`src/rtl/dte_pkg.sv`:
```
// shared types and constants for the dependency transition engine
// no dependencies, compiled first

package dte_pkg;

    localparam int POS_FIELD_W   = 7;
    localparam int LABEL_FIELD_W = 6;

    localparam logic [2:0] OP_SHIFT  = 3'd0;
    localparam logic [2:0] OP_LEFT   = 3'd1;
    localparam logic [2:0] OP_RIGHT  = 3'd2;
    localparam logic [2:0] OP_REDUCE = 3'd3;
    localparam logic [2:0] OP_BEGIN  = 3'd4;

    localparam logic SYS_STANDARD = 1'b0;
    localparam logic SYS_EAGER    = 1'b1;

    // register select on the config port
    localparam logic REG_SYSTEM     = 1'b0;
    localparam logic REG_WORD_COUNT = 1'b1;

    typedef struct packed {
        logic [2:0]               operation;
        logic [LABEL_FIELD_W-1:0] relation_type;
    } t_in_item;

    typedef struct packed {
        logic                     arc_made;
        logic [POS_FIELD_W-1:0]   dependent_word;
        logic [POS_FIELD_W-1:0]   head_word;
        logic [LABEL_FIELD_W-1:0] arc_label;
        logic [POS_FIELD_W-1:0]   stack_level;
        logic [POS_FIELD_W-1:0]   buffer_left;
        logic [POS_FIELD_W-1:0]   arcs_total;
    } t_out_item;

    typedef enum logic {
        ST_IDLE,
        ST_EXEC
    } t_state;

    typedef struct packed {
        logic capture;   // latch item, start stack read
        logic exec;      // apply transition, load result
    } t_cmd;

    typedef struct packed {
        logic out_free;  // result register can take a new result
    } t_stat;

endpackage

```
`src/rtl/dte_ctrl.sv`:
```
// controller state machine for the dependency transition engine
// depends on dte_pkg

module dte_ctrl (
    input  logic           i_clk,
    input  logic           i_rst_n,
    input  logic           i_in_valid,
    output logic           o_in_ready,
    output dte_pkg::t_cmd  o_cmd,
    input  dte_pkg::t_stat i_stat
);

    dte_pkg::t_state r_state;
    dte_pkg::t_state n_state;

    always_ff @(posedge i_clk) begin
        if (!i_rst_n) begin
            r_state <= dte_pkg::ST_IDLE;
        end else begin
            r_state <= n_state;
        end
    end

    always_comb begin
        n_state = r_state;
        unique case (r_state)
            dte_pkg::ST_IDLE: begin
                if (i_in_valid) begin
                    n_state = dte_pkg::ST_EXEC;
                end
            end
            dte_pkg::ST_EXEC: begin
                if (i_stat.out_free) begin
                    n_state = dte_pkg::ST_IDLE;
                end
            end
            default: begin
                n_state = dte_pkg::ST_IDLE;
            end
        endcase
    end

    always_comb begin
        o_in_ready    = 1'b0;
        o_cmd.capture = 1'b0;
        o_cmd.exec    = 1'b0;
        unique case (r_state)
            dte_pkg::ST_IDLE: begin
                o_in_ready    = 1'b1;
                o_cmd.capture = i_in_valid;
            end
            dte_pkg::ST_EXEC: begin
                o_cmd.exec = i_stat.out_free;
            end
            default: begin
                o_in_ready = 1'b0;
            end
        endcase
    end

endmodule

```
`src/rtl/dte_dp.sv`:
```
// datapath for the dependency transition engine: stack memory, top register,
// buffer pointer, arc counter and result register; depends on dte_pkg

module dte_dp #(
    parameter int MAX_WORDS  = 64,
    parameter int LABEL_BITS = 6
) (
    input  logic               i_clk,
    input  logic               i_rst_n,
    input  dte_pkg::t_cmd      i_cmd,
    output dte_pkg::t_stat     o_stat,
    input  dte_pkg::t_in_item  i_in_data,
    input  logic               i_transition_system,
    input  logic [6:0]         i_word_count,
    output logic               o_out_valid,
    output dte_pkg::t_out_item o_out_data,
    input  logic               i_out_ready
);

    // positions, counts and the arc total all stay within MAX_WORDS + 1
    localparam int PW = $clog2(MAX_WORDS + 2);
    // memory keeps the entries under the top: MAX_WORDS of them at most
    localparam int AW = $clog2(MAX_WORDS);
    localparam int LW = (LABEL_BITS < dte_pkg::LABEL_FIELD_W) ?
                        LABEL_BITS : dte_pkg::LABEL_FIELD_W;

    logic [PW-1:0] mem [MAX_WORDS];

    logic [2:0]    r_op;
    logic [LW-1:0] r_label;
    logic [PW-1:0] r_below;
    logic [PW-1:0] r_top;
    logic [PW-1:0] r_count;
    logic [PW-1:0] r_next;
    logic [PW-1:0] r_arcs;
    logic          r_out_valid;
    dte_pkg::t_out_item r_out;

    logic [PW-1:0] n_top;
    logic [PW-1:0] n_count;
    logic [PW-1:0] n_next;
    logic [PW-1:0] n_arcs;
    logic [PW-1:0] n_buf;
    logic [PW-1:0] lim;
    logic [PW-1:0] dep;
    logic [PW-1:0] head;
    logic          arc;
    logic          eager;
    logic          buf_ne;
    logic          can_push;
    logic          has_one;
    logic          has_two;
    logic          do_push;
    logic          do_pop;
    logic          wr_en;
    logic [AW-1:0] wr_addr;
    logic [AW-1:0] rd_addr;

    assign o_stat.out_free = !r_out_valid || i_out_ready;
    assign o_out_valid     = r_out_valid;
    assign o_out_data      = r_out;

    // buffer end follows the register at once
    assign lim = (32'(i_word_count) > MAX_WORDS) ? PW'(MAX_WORDS) : PW'(i_word_count);
    assign eager    = (i_transition_system == dte_pkg::SYS_EAGER);
    assign buf_ne   = (r_next <= lim);
    assign has_one  = (r_count != '0);
    assign has_two  = (r_count > PW'(1));
    assign can_push = buf_ne && (r_count <= PW'(MAX_WORDS));

    // entry under the top sits at count - 2
    assign rd_addr = AW'(r_count - PW'(2));
    assign wr_addr = AW'(r_count - PW'(1));

    always_comb begin
        arc     = 1'b0;
        dep     = '0;
        head    = '0;
        do_push = 1'b0;
        do_pop  = 1'b0;
        unique case (r_op)
            dte_pkg::OP_SHIFT: begin
                do_push = can_push;
            end
            dte_pkg::OP_LEFT: begin
                if (!eager) begin
                    if (has_two) begin
                        // below is removed, top stays
                        arc  = 1'b1;
                        dep  = r_below;
                        head = r_top;
                    end
                end else if (has_one && buf_ne) begin
                    arc    = 1'b1;
                    dep    = r_top;
                    head   = r_next;
                    do_pop = 1'b1;
                end
            end
            dte_pkg::OP_RIGHT: begin
                if (!eager) begin
                    if (has_two) begin
                        arc    = 1'b1;
                        dep    = r_top;
                        head   = r_below;
                        do_pop = 1'b1;
                    end
                end else if (has_one && can_push) begin
                    arc     = 1'b1;
                    dep     = r_next;
                    head    = r_top;
                    do_push = 1'b1;
                end
            end
            dte_pkg::OP_REDUCE: begin
                do_pop = eager && has_one;
            end
            default: begin
                arc = 1'b0;
            end
        endcase
    end

    always_comb begin
        n_top   = r_top;
        n_count = r_count;
        n_next  = r_next;
        n_arcs  = r_arcs;
        wr_en   = 1'b0;
        if (r_op == dte_pkg::OP_BEGIN) begin
            n_top   = '0;
            n_count = PW'(1);
            n_next  = PW'(1);
            n_arcs  = '0;
        end else begin
            if (do_push) begin
                wr_en   = i_cmd.exec && has_one;
                n_top   = r_next;
                n_count = r_count + PW'(1);
                n_next  = r_next + PW'(1);
            end else if (do_pop) begin
                n_top   = r_below;
                n_count = r_count - PW'(1);
            end else if (arc) begin
                // standard left arc: pop under the top
                n_count = r_count - PW'(1);
            end
            if (arc && (r_arcs < PW'(MAX_WORDS))) begin
                n_arcs = r_arcs + PW'(1);
            end
        end
        n_buf = (n_next <= lim) ? PW'(lim - n_next + PW'(1)) : '0;
    end

    always_ff @(posedge i_clk) begin
        if (wr_en) begin
            mem[wr_addr] <= r_top;
        end
    end

    always_ff @(posedge i_clk) begin
        if (i_cmd.capture) begin
            r_below <= mem[rd_addr];
            r_op    <= i_in_data.operation;
            r_label <= i_in_data.relation_type[LW-1:0];
        end
    end

    always_ff @(posedge i_clk) begin
        if (!i_rst_n) begin
            r_count     <= '0;
            r_next      <= PW'(1);
            r_arcs      <= '0;
            r_out_valid <= 1'b0;
        end else begin
            if (i_cmd.exec) begin
                r_count     <= n_count;
                r_next      <= n_next;
                r_arcs      <= n_arcs;
                r_out_valid <= 1'b1;
            end else if (i_out_ready) begin
                r_out_valid <= 1'b0;
            end
        end
    end

    always_ff @(posedge i_clk) begin
        if (i_cmd.exec) begin
            r_top                <= n_top;
            r_out.arc_made       <= arc;
            r_out.dependent_word <= dte_pkg::POS_FIELD_W'(dep);
            r_out.head_word      <= dte_pkg::POS_FIELD_W'(head);
            r_out.arc_label      <= arc ? dte_pkg::LABEL_FIELD_W'(r_label) : '0;
            r_out.stack_level    <= dte_pkg::POS_FIELD_W'(n_count);
            r_out.buffer_left    <= dte_pkg::POS_FIELD_W'(n_buf);
            r_out.arcs_total     <= dte_pkg::POS_FIELD_W'(n_arcs);
        end
    end

endmodule

```
`src/rtl/dependency_transition_engine.sv`:
```
// a transfer is captured with the stack read, then applied once the result register is free
// takes a new transition only once the last is applied: the stack memory read for the entry
//   under the top is registered, and the next transition needs it before it can apply
// reset: synchronous, active low; clears config, stack count, arc count, sets next word to 1
//   the stack memory is not cleared, entries are written before they are read
module dependency_transition_engine #(
    parameter int MAX_WORDS  = 64,
    parameter int LABEL_BITS = 6
) (
    input  logic               i_clk,
    input  logic               i_rst_n,
    // item channel
    input  logic               i_in_valid,
    output logic               o_in_ready,
    input  dte_pkg::t_in_item  i_in_data,
    // result channel
    output logic               o_out_valid,
    input  logic               i_out_ready,
    output dte_pkg::t_out_item o_out_data,
    // config port
    input  logic               psel,
    input  logic               penable,
    input  logic               pwrite,
    input  logic [2:0]         paddr,
    input  logic [31:0]        pwdata,
    output logic [31:0]        prdata,
    output logic               pready
);

    // config registers
    logic       r_transition_system;
    logic [6:0] r_word_count;
    logic       cfg_wr;

    dte_pkg::t_cmd  cmd;
    dte_pkg::t_stat stat;

    // port never waits
    assign pready = 1'b1;
    assign cfg_wr = psel && penable && pwrite && pready;

    // registers sit at byte offsets 0 and 4, select on the word bit
    always_ff @(posedge i_clk) begin
        if (!i_rst_n) begin
            r_transition_system <= 1'b0;
            r_word_count        <= '0;
        end else if (cfg_wr) begin
            unique case (paddr[2])
                dte_pkg::REG_SYSTEM:     r_transition_system <= pwdata[0];
                dte_pkg::REG_WORD_COUNT: r_word_count        <= pwdata[6:0];
                default:                 r_word_count        <= r_word_count;
            endcase
        end
    end

    // read back
    always_comb begin
        unique case (paddr[2])
            dte_pkg::REG_SYSTEM:     prdata = {31'd0, r_transition_system};
            dte_pkg::REG_WORD_COUNT: prdata = {25'd0, r_word_count};
            default:                 prdata = '0;
        endcase
    end

    // sequencer: idle -> exec, holds in exec while the result register is full and not taken
    dte_ctrl u_ctrl (
        .i_clk      (i_clk),
        .i_rst_n    (i_rst_n),
        .i_in_valid (i_in_valid),
        .o_in_ready (o_in_ready),
        .o_cmd      (cmd),
        .i_stat     (stat)
    );

    // stack, buffer pointer, arc counter and result register
    dte_dp #(
        .MAX_WORDS  (MAX_WORDS),
        .LABEL_BITS (LABEL_BITS)
    ) u_dp (
        .i_clk               (i_clk),
        .i_rst_n             (i_rst_n),
        .i_cmd               (cmd),
        .o_stat              (stat),
        .i_in_data           (i_in_data),
        .i_transition_system (r_transition_system),
        .i_word_count        (r_word_count),
        .o_out_valid         (o_out_valid),
        .o_out_data          (o_out_data),
        .i_out_ready         (i_out_ready)
    );

    // one transition in flight: no transfer right after a transfer
    a_one_in_flight: assert property (@(posedge i_clk) disable iff (!i_rst_n)
        (i_in_valid && o_in_ready) |=> !o_in_ready)
        else $error("input taken while a transition is in flight");

    // with an empty result register the result shows without a stall after the transfer
    a_latency: assert property (@(posedge i_clk) disable iff (!i_rst_n)
        (i_in_valid && o_in_ready && !o_out_valid) |-> ##2 o_out_valid)
        else $error("result missing two cycles after transfer");

    // no arc means zero arc fields
    a_no_arc_zero: assert property (@(posedge i_clk) disable iff (!i_rst_n)
        (o_out_valid && !o_out_data.arc_made) |->
        (o_out_data.dependent_word == '0 && o_out_data.head_word == '0 &&
         o_out_data.arc_label == '0))
        else $error("arc fields set without an arc");

    // the memory read starts only on a transfer
    a_capture_on_transfer: assert property (@(posedge i_clk) disable iff (!i_rst_n)
        cmd.capture |-> (i_in_valid && o_in_ready))
        else $error("capture without input transfer");

endmodule

```
`config.mk`:
```
export PLATFORM = sky130hd
export DESIGN_NAME = dependency_transition_engine
export DESIGN_NICKNAME = d
export VERILOG_FILES = /design/src/rtl/dte_pkg.sv /design/src/rtl/dte_ctrl.sv /design/src/rtl/dte_dp.sv /design/src/rtl/dependency_transition_engine.sv
export SDC_FILE = /design/constraint.sdc
export NUM_CORES = 1
export LEC_CHECK = 0
export ABC_AREA = 1
export BUFFER_PORTS_ARGS = -buffer_cell sky130_fd_sc_hd__buf_2
export CORE_ASPECT_RATIO = 1.5
export CORE_MARGIN = 2
export CORE_UTILIZATION = 40
export CTS_BUF_LIST = sky130_fd_sc_hd__clkbuf_4 sky130_fd_sc_hd__clkbuf_8
export DETAILED_ROUTE_END_ITERATION = 10
export PLACE_DENSITY = 0.65
export SETUP_SLACK_MARGIN = 0.05
export SYNTH_ARGS = -nofsm -noshare
export SYNTH_HDL_FRONTEND = slang
export SYNTH_SLANG_ARGS = --single-unit
```
`constraint.sdc`:
```
create_clock -name i_clk -period 9.6 [get_ports i_clk]
set_input_delay 1.44 -clock i_clk [delete_from_list [all_inputs] [get_ports i_clk]]
set_output_delay 1.44 -clock i_clk [all_outputs]
set_load 0.02 [all_outputs]
```
==> summary.txt <==
Status
  • Outcome: finished clean

GRT
  • Antenna violations before repair: 1
  • Total gr overflow: 0
  • First-pass GRT wire length: 87,300 um
  • Tot GR Track Use: 0.187
  • Largest net degree at the start of global routing: about 100
  • Number of global-route vias before repair: around 15,000

Synth
  • Synth async-reset ratio: 0
  • Leading post-synthesis cells by cell area: edfxtp_1 66%, o21ai_0 5.8%, nor2_1 5.4%
  • Post-synth top area share: 0.657
  • Mapped Cells: between 1,500 and 2,000
  • Synthesized flop and latch total: about 540
  • Most used DFF post-synth: edfxtp_1
  • Area leader, netlist: edfxtp_1
  • YS warnings: 0
  • Mapped cell area: approximately 0.023 mm2
  • Post-synth EDFFs: a little over 500
  • Sequential cell area fraction in the yosys report: 0.684
  • Yosys cell types: 46
  • Synth Area per Inst: approximately 12 um2

Pwr
  • Worst vdd ir: between 80 and 90 uV
  • P_leak: 9.13 nW
  • Pwr/cell area: around 190 mW/mm2

Critical path
  • CP Max Fanout: 27
  • CP arrival: 5.37 ns
  • CP endpoint kind: register
  • Worst EP required: approximately 10 ns
  • WS Path Type: reg -> reg
  • R2R depth: 27
  • FF-to-FF End: u_dp.o_out_data[12]
  • Worst r2r src: r_word_count[4]
  • Worst R2R Setup Slack: approximately 4.6 ns
  • Startpoint types: register

Clock tree
  • Postcts setup bufs: 0
  • H-tree levels: 3
  • Clock tree root driver cell: clkbuf_8
  • Resize count post-CTS: 0
  • TritonCTS Buffers: 79
  • Clock buffer depth: 3
  • Worst skew pair latency: between 0.6 and 0.7 ns
  • CTS tree: yes
  • Sink Count: around 540
  • # hold bufs at CTS: 0
  • Worst-path clk slew: 0.06 ns

Hold path
  • WHS Endpoint: r_word_count[0]
  • Worst hold path type: reg -> reg
  • Min-delay src: r_word_count[0]
  • Worst hold stages: 2

Detailed routing
  • DR WL/cell: between 20 and 25 um
  • DRT antenna net count: 0
  • Vias/cell: 5.43
  • DRC: 0
  • Final WL: about 57,000 um
  • First DRT Iteration DRCs: roughly 1,100
  • DR vias: roughly 16,000
  • TritonRoute pass-1 iters: 5

STA
  • Final worst clock skew: 0.0393 ns
  • RSZ-0062 raised after global routing: false
  • Fmax: 201 MHz
  • Slew HR: 0.289
  • Setup violations, final: 0
  • Worst-Margin Slew: ~1.1 ns
  • Final hold violations: 0
  • Max-slew violations: 0
  • Tightest hold margin: 0.499 ns
  • Setup TNS Final: 0 ns
  • Final min period: 4.99 ns
  • Final period util: 0.519

Floorplanning
  • Die span in y: between 300 and 400 um
  • Core area: 0.0578 mm2
  • Die ar.: between 0.06 and 0.07 mm2
  • # IOs: ~130
  • Initial Util: 0.405
  • # rows: approximately 110
  • Die width: between 200 and 250 um

Placement
  • Placed Area: around 0.024 mm2
  • DP HPWL: ~35,000 um
  • I/O Buffers: 74
  • Gpl congestion: 0.866

Final layout
  • Layout area overhead: 11.1%
  • Final net count: 2,116
  • Share of cells above drive strength 1: 0.136
  • Post-route design area: ~0.026 mm2

Job
  • MaxCap Viol Count: 0
cell families after synthesis:
group	after synthesis	synth area share
other	2	0.000320
XOR/XNOR	17	0.00635
AND/OR/NAND/NOR	622	0.118
flip-flops	544	0.684
adder cells (fa/ha/maj)	33	0.0176
AO/OA/AOI/OAI	498	0.128
buffers and inverters	253	0.0465
power breakdown:
part,internal (mW),switching [mW]
Sequential,2.62,0.0181
Combinational,0.115,0.330
Clock,1.00,0.909
Total,3.73,1.26
per-layer routing:
metal	global-route usage	vias to the layer above	part of all wire
met2	0.337	655	0.51
met3	0.0276	169	0.062
li1	-	7283	-
met4	0.105	0	0.051
met1	0.212	7454	0.38
met5	0	-	0
layout make-up:
cell class | instances | area (um2)
Tap cell | 770 | 963
Multi-Input combinational cell | 1196 | 6410
Timing Repair Buffer | 96 | 536
Clock buffer | 102 | 1280
Antenna cell | 1 | 2.50
Inverter | 115 | 438
Fill cell | 5255 | 31800
Clock inverter | 43 | 362
Sequential cell | 544 | 16000
critical path, cell delays in order (launching register included):
cell and delay, ns:
dfxtp_1 0.35, nor4_1 0.28, nand3_1 0.10, nand2_1 0.12, inv_1 0.07, nor2_1 0.13, inv_1 0.09, ha_1 0.28
nand2_1 0.04, nor2_1 0.13, nand4_1 0.10, nand2_1 0.19, nand3_1 0.15, nand2_4 0.29, inv_1 0.35, or2_2 0.37
nand3b_1 0.11, inv_1 0.07, ha_1 0.30, inv_1 0.06, ha_1 0.21, ha_1 0.19, nor2_1 0.19, o21ai_0 0.12
a21oi_1 0.18, a21oi_1 0.09, o21ai_0 0.08, inv_1 0.05
state kept, by name, indices dropped and copies added (netlist names):
register,count
r_word_count,7
u_dp.o_out_data,42
u_ctrl.r_state,1
u_dp.r_arcs,7
u_dp.r_next,7
u_dp.r_count,7
u_dp.r_top,7
u_dp.r_below,7
u_dp.r_op,3
u_dp.o_out_valid,1
u_dp.mem,448
u_dp.r_label,6
r_transition_system,1
cells in the mapped netlist (3+ instances only):
library cell / instances
a21oi_1: 30
a21oi_2: 4
buf_1: 7
buf_2: 11
buf_4: 27
buf_6: 3
clkbuf_1: 90
clkinv_1: 4
dfxtp_1: 31
edfxtp_1: 513
ha_1: 33
inv_1: 103
inv_2: 7
nand2_1: 128
nand2_2: 10
nand2_4: 5
nand3_1: 104
nand3_4: 5
nand4_1: 6
nor2_1: 339
nor2_4: 3
nor3_1: 5
nor4_1: 3
o211ai_1: 57
o211ai_2: 5
o21ai_0: 273
o221ai_1: 53
o22ai_1: 69
xnor2_1: 4
xor2_1: 13
metrics by stage:
| step | util | total power [mW] | setup slack (ns) | instances |
|---|---|---|---|---|
| 6_report | 0.450 | 4.99 | 4.61 | 2867 |
| 2_1_floorplan | - | 2.99 | 5.68 | 1993 |
| 3_5_place_dp | 0.422 | 3.13 | 4.69 | 2721 |
| 3_3_place_gp | 0.422 | 3.12 | 4.81 | 2721 |
| 5_1_grt | 0.450 | 5.17 | 4.09 | 2867 |
| 4_1_cts | 0.450 | 5.02 | 4.65 | 2866 |
how the worst max path moves through the flow:
stage	startpoint	cells past startpoint	slack, ns	to
6_report	r_word_count[4]	27	4.61	u_dp.o_out_data[12]
5_1_grt	r_word_count[4]	27	4.09	u_dp.o_out_data[12]
4_1_cts	r_word_count[4]	27	4.65	u_dp.o_out_data[12]
3_5_place_dp	r_word_count[4]	27	4.69	u_dp.o_out_data[12]
3_3_place_gp	r_word_count[4]	27	4.81	u_dp.o_out_data[12]
2_1_floorplan	u_dp.r_count[0]	24	5.68	u_dp.o_out_data[12]
layout by cell type (no fill, tap or decap), types with 6 or more instances in the layout:
| cell type | count |
|---|---|
| a21oi_1 | 30 |
| buf_2 | 74 |
| buf_4 | 22 |
| clkbuf_4 | 20 |
| clkbuf_8 | 82 |
| clkinv_1 | 20 |
| clkinv_2 | 15 |
| conb_1 | 26 |
| dfxtp_1 | 29 |
| edfxtp_1 | 513 |
| ha_1 | 33 |
| inv_1 | 99 |
| inv_2 | 10 |
| nand2_1 | 128 |
| nand2_2 | 10 |
| nand3_1 | 104 |
| nand4_1 | 6 |
| nor2_1 | 337 |
| o211ai_1 | 57 |
| o21ai_0 | 273 |
| o221ai_1 | 53 |
| o22ai_1 | 69 |
| xor2_1 | 13 |
Note: power is estimated with default switching activity, not from simulation.
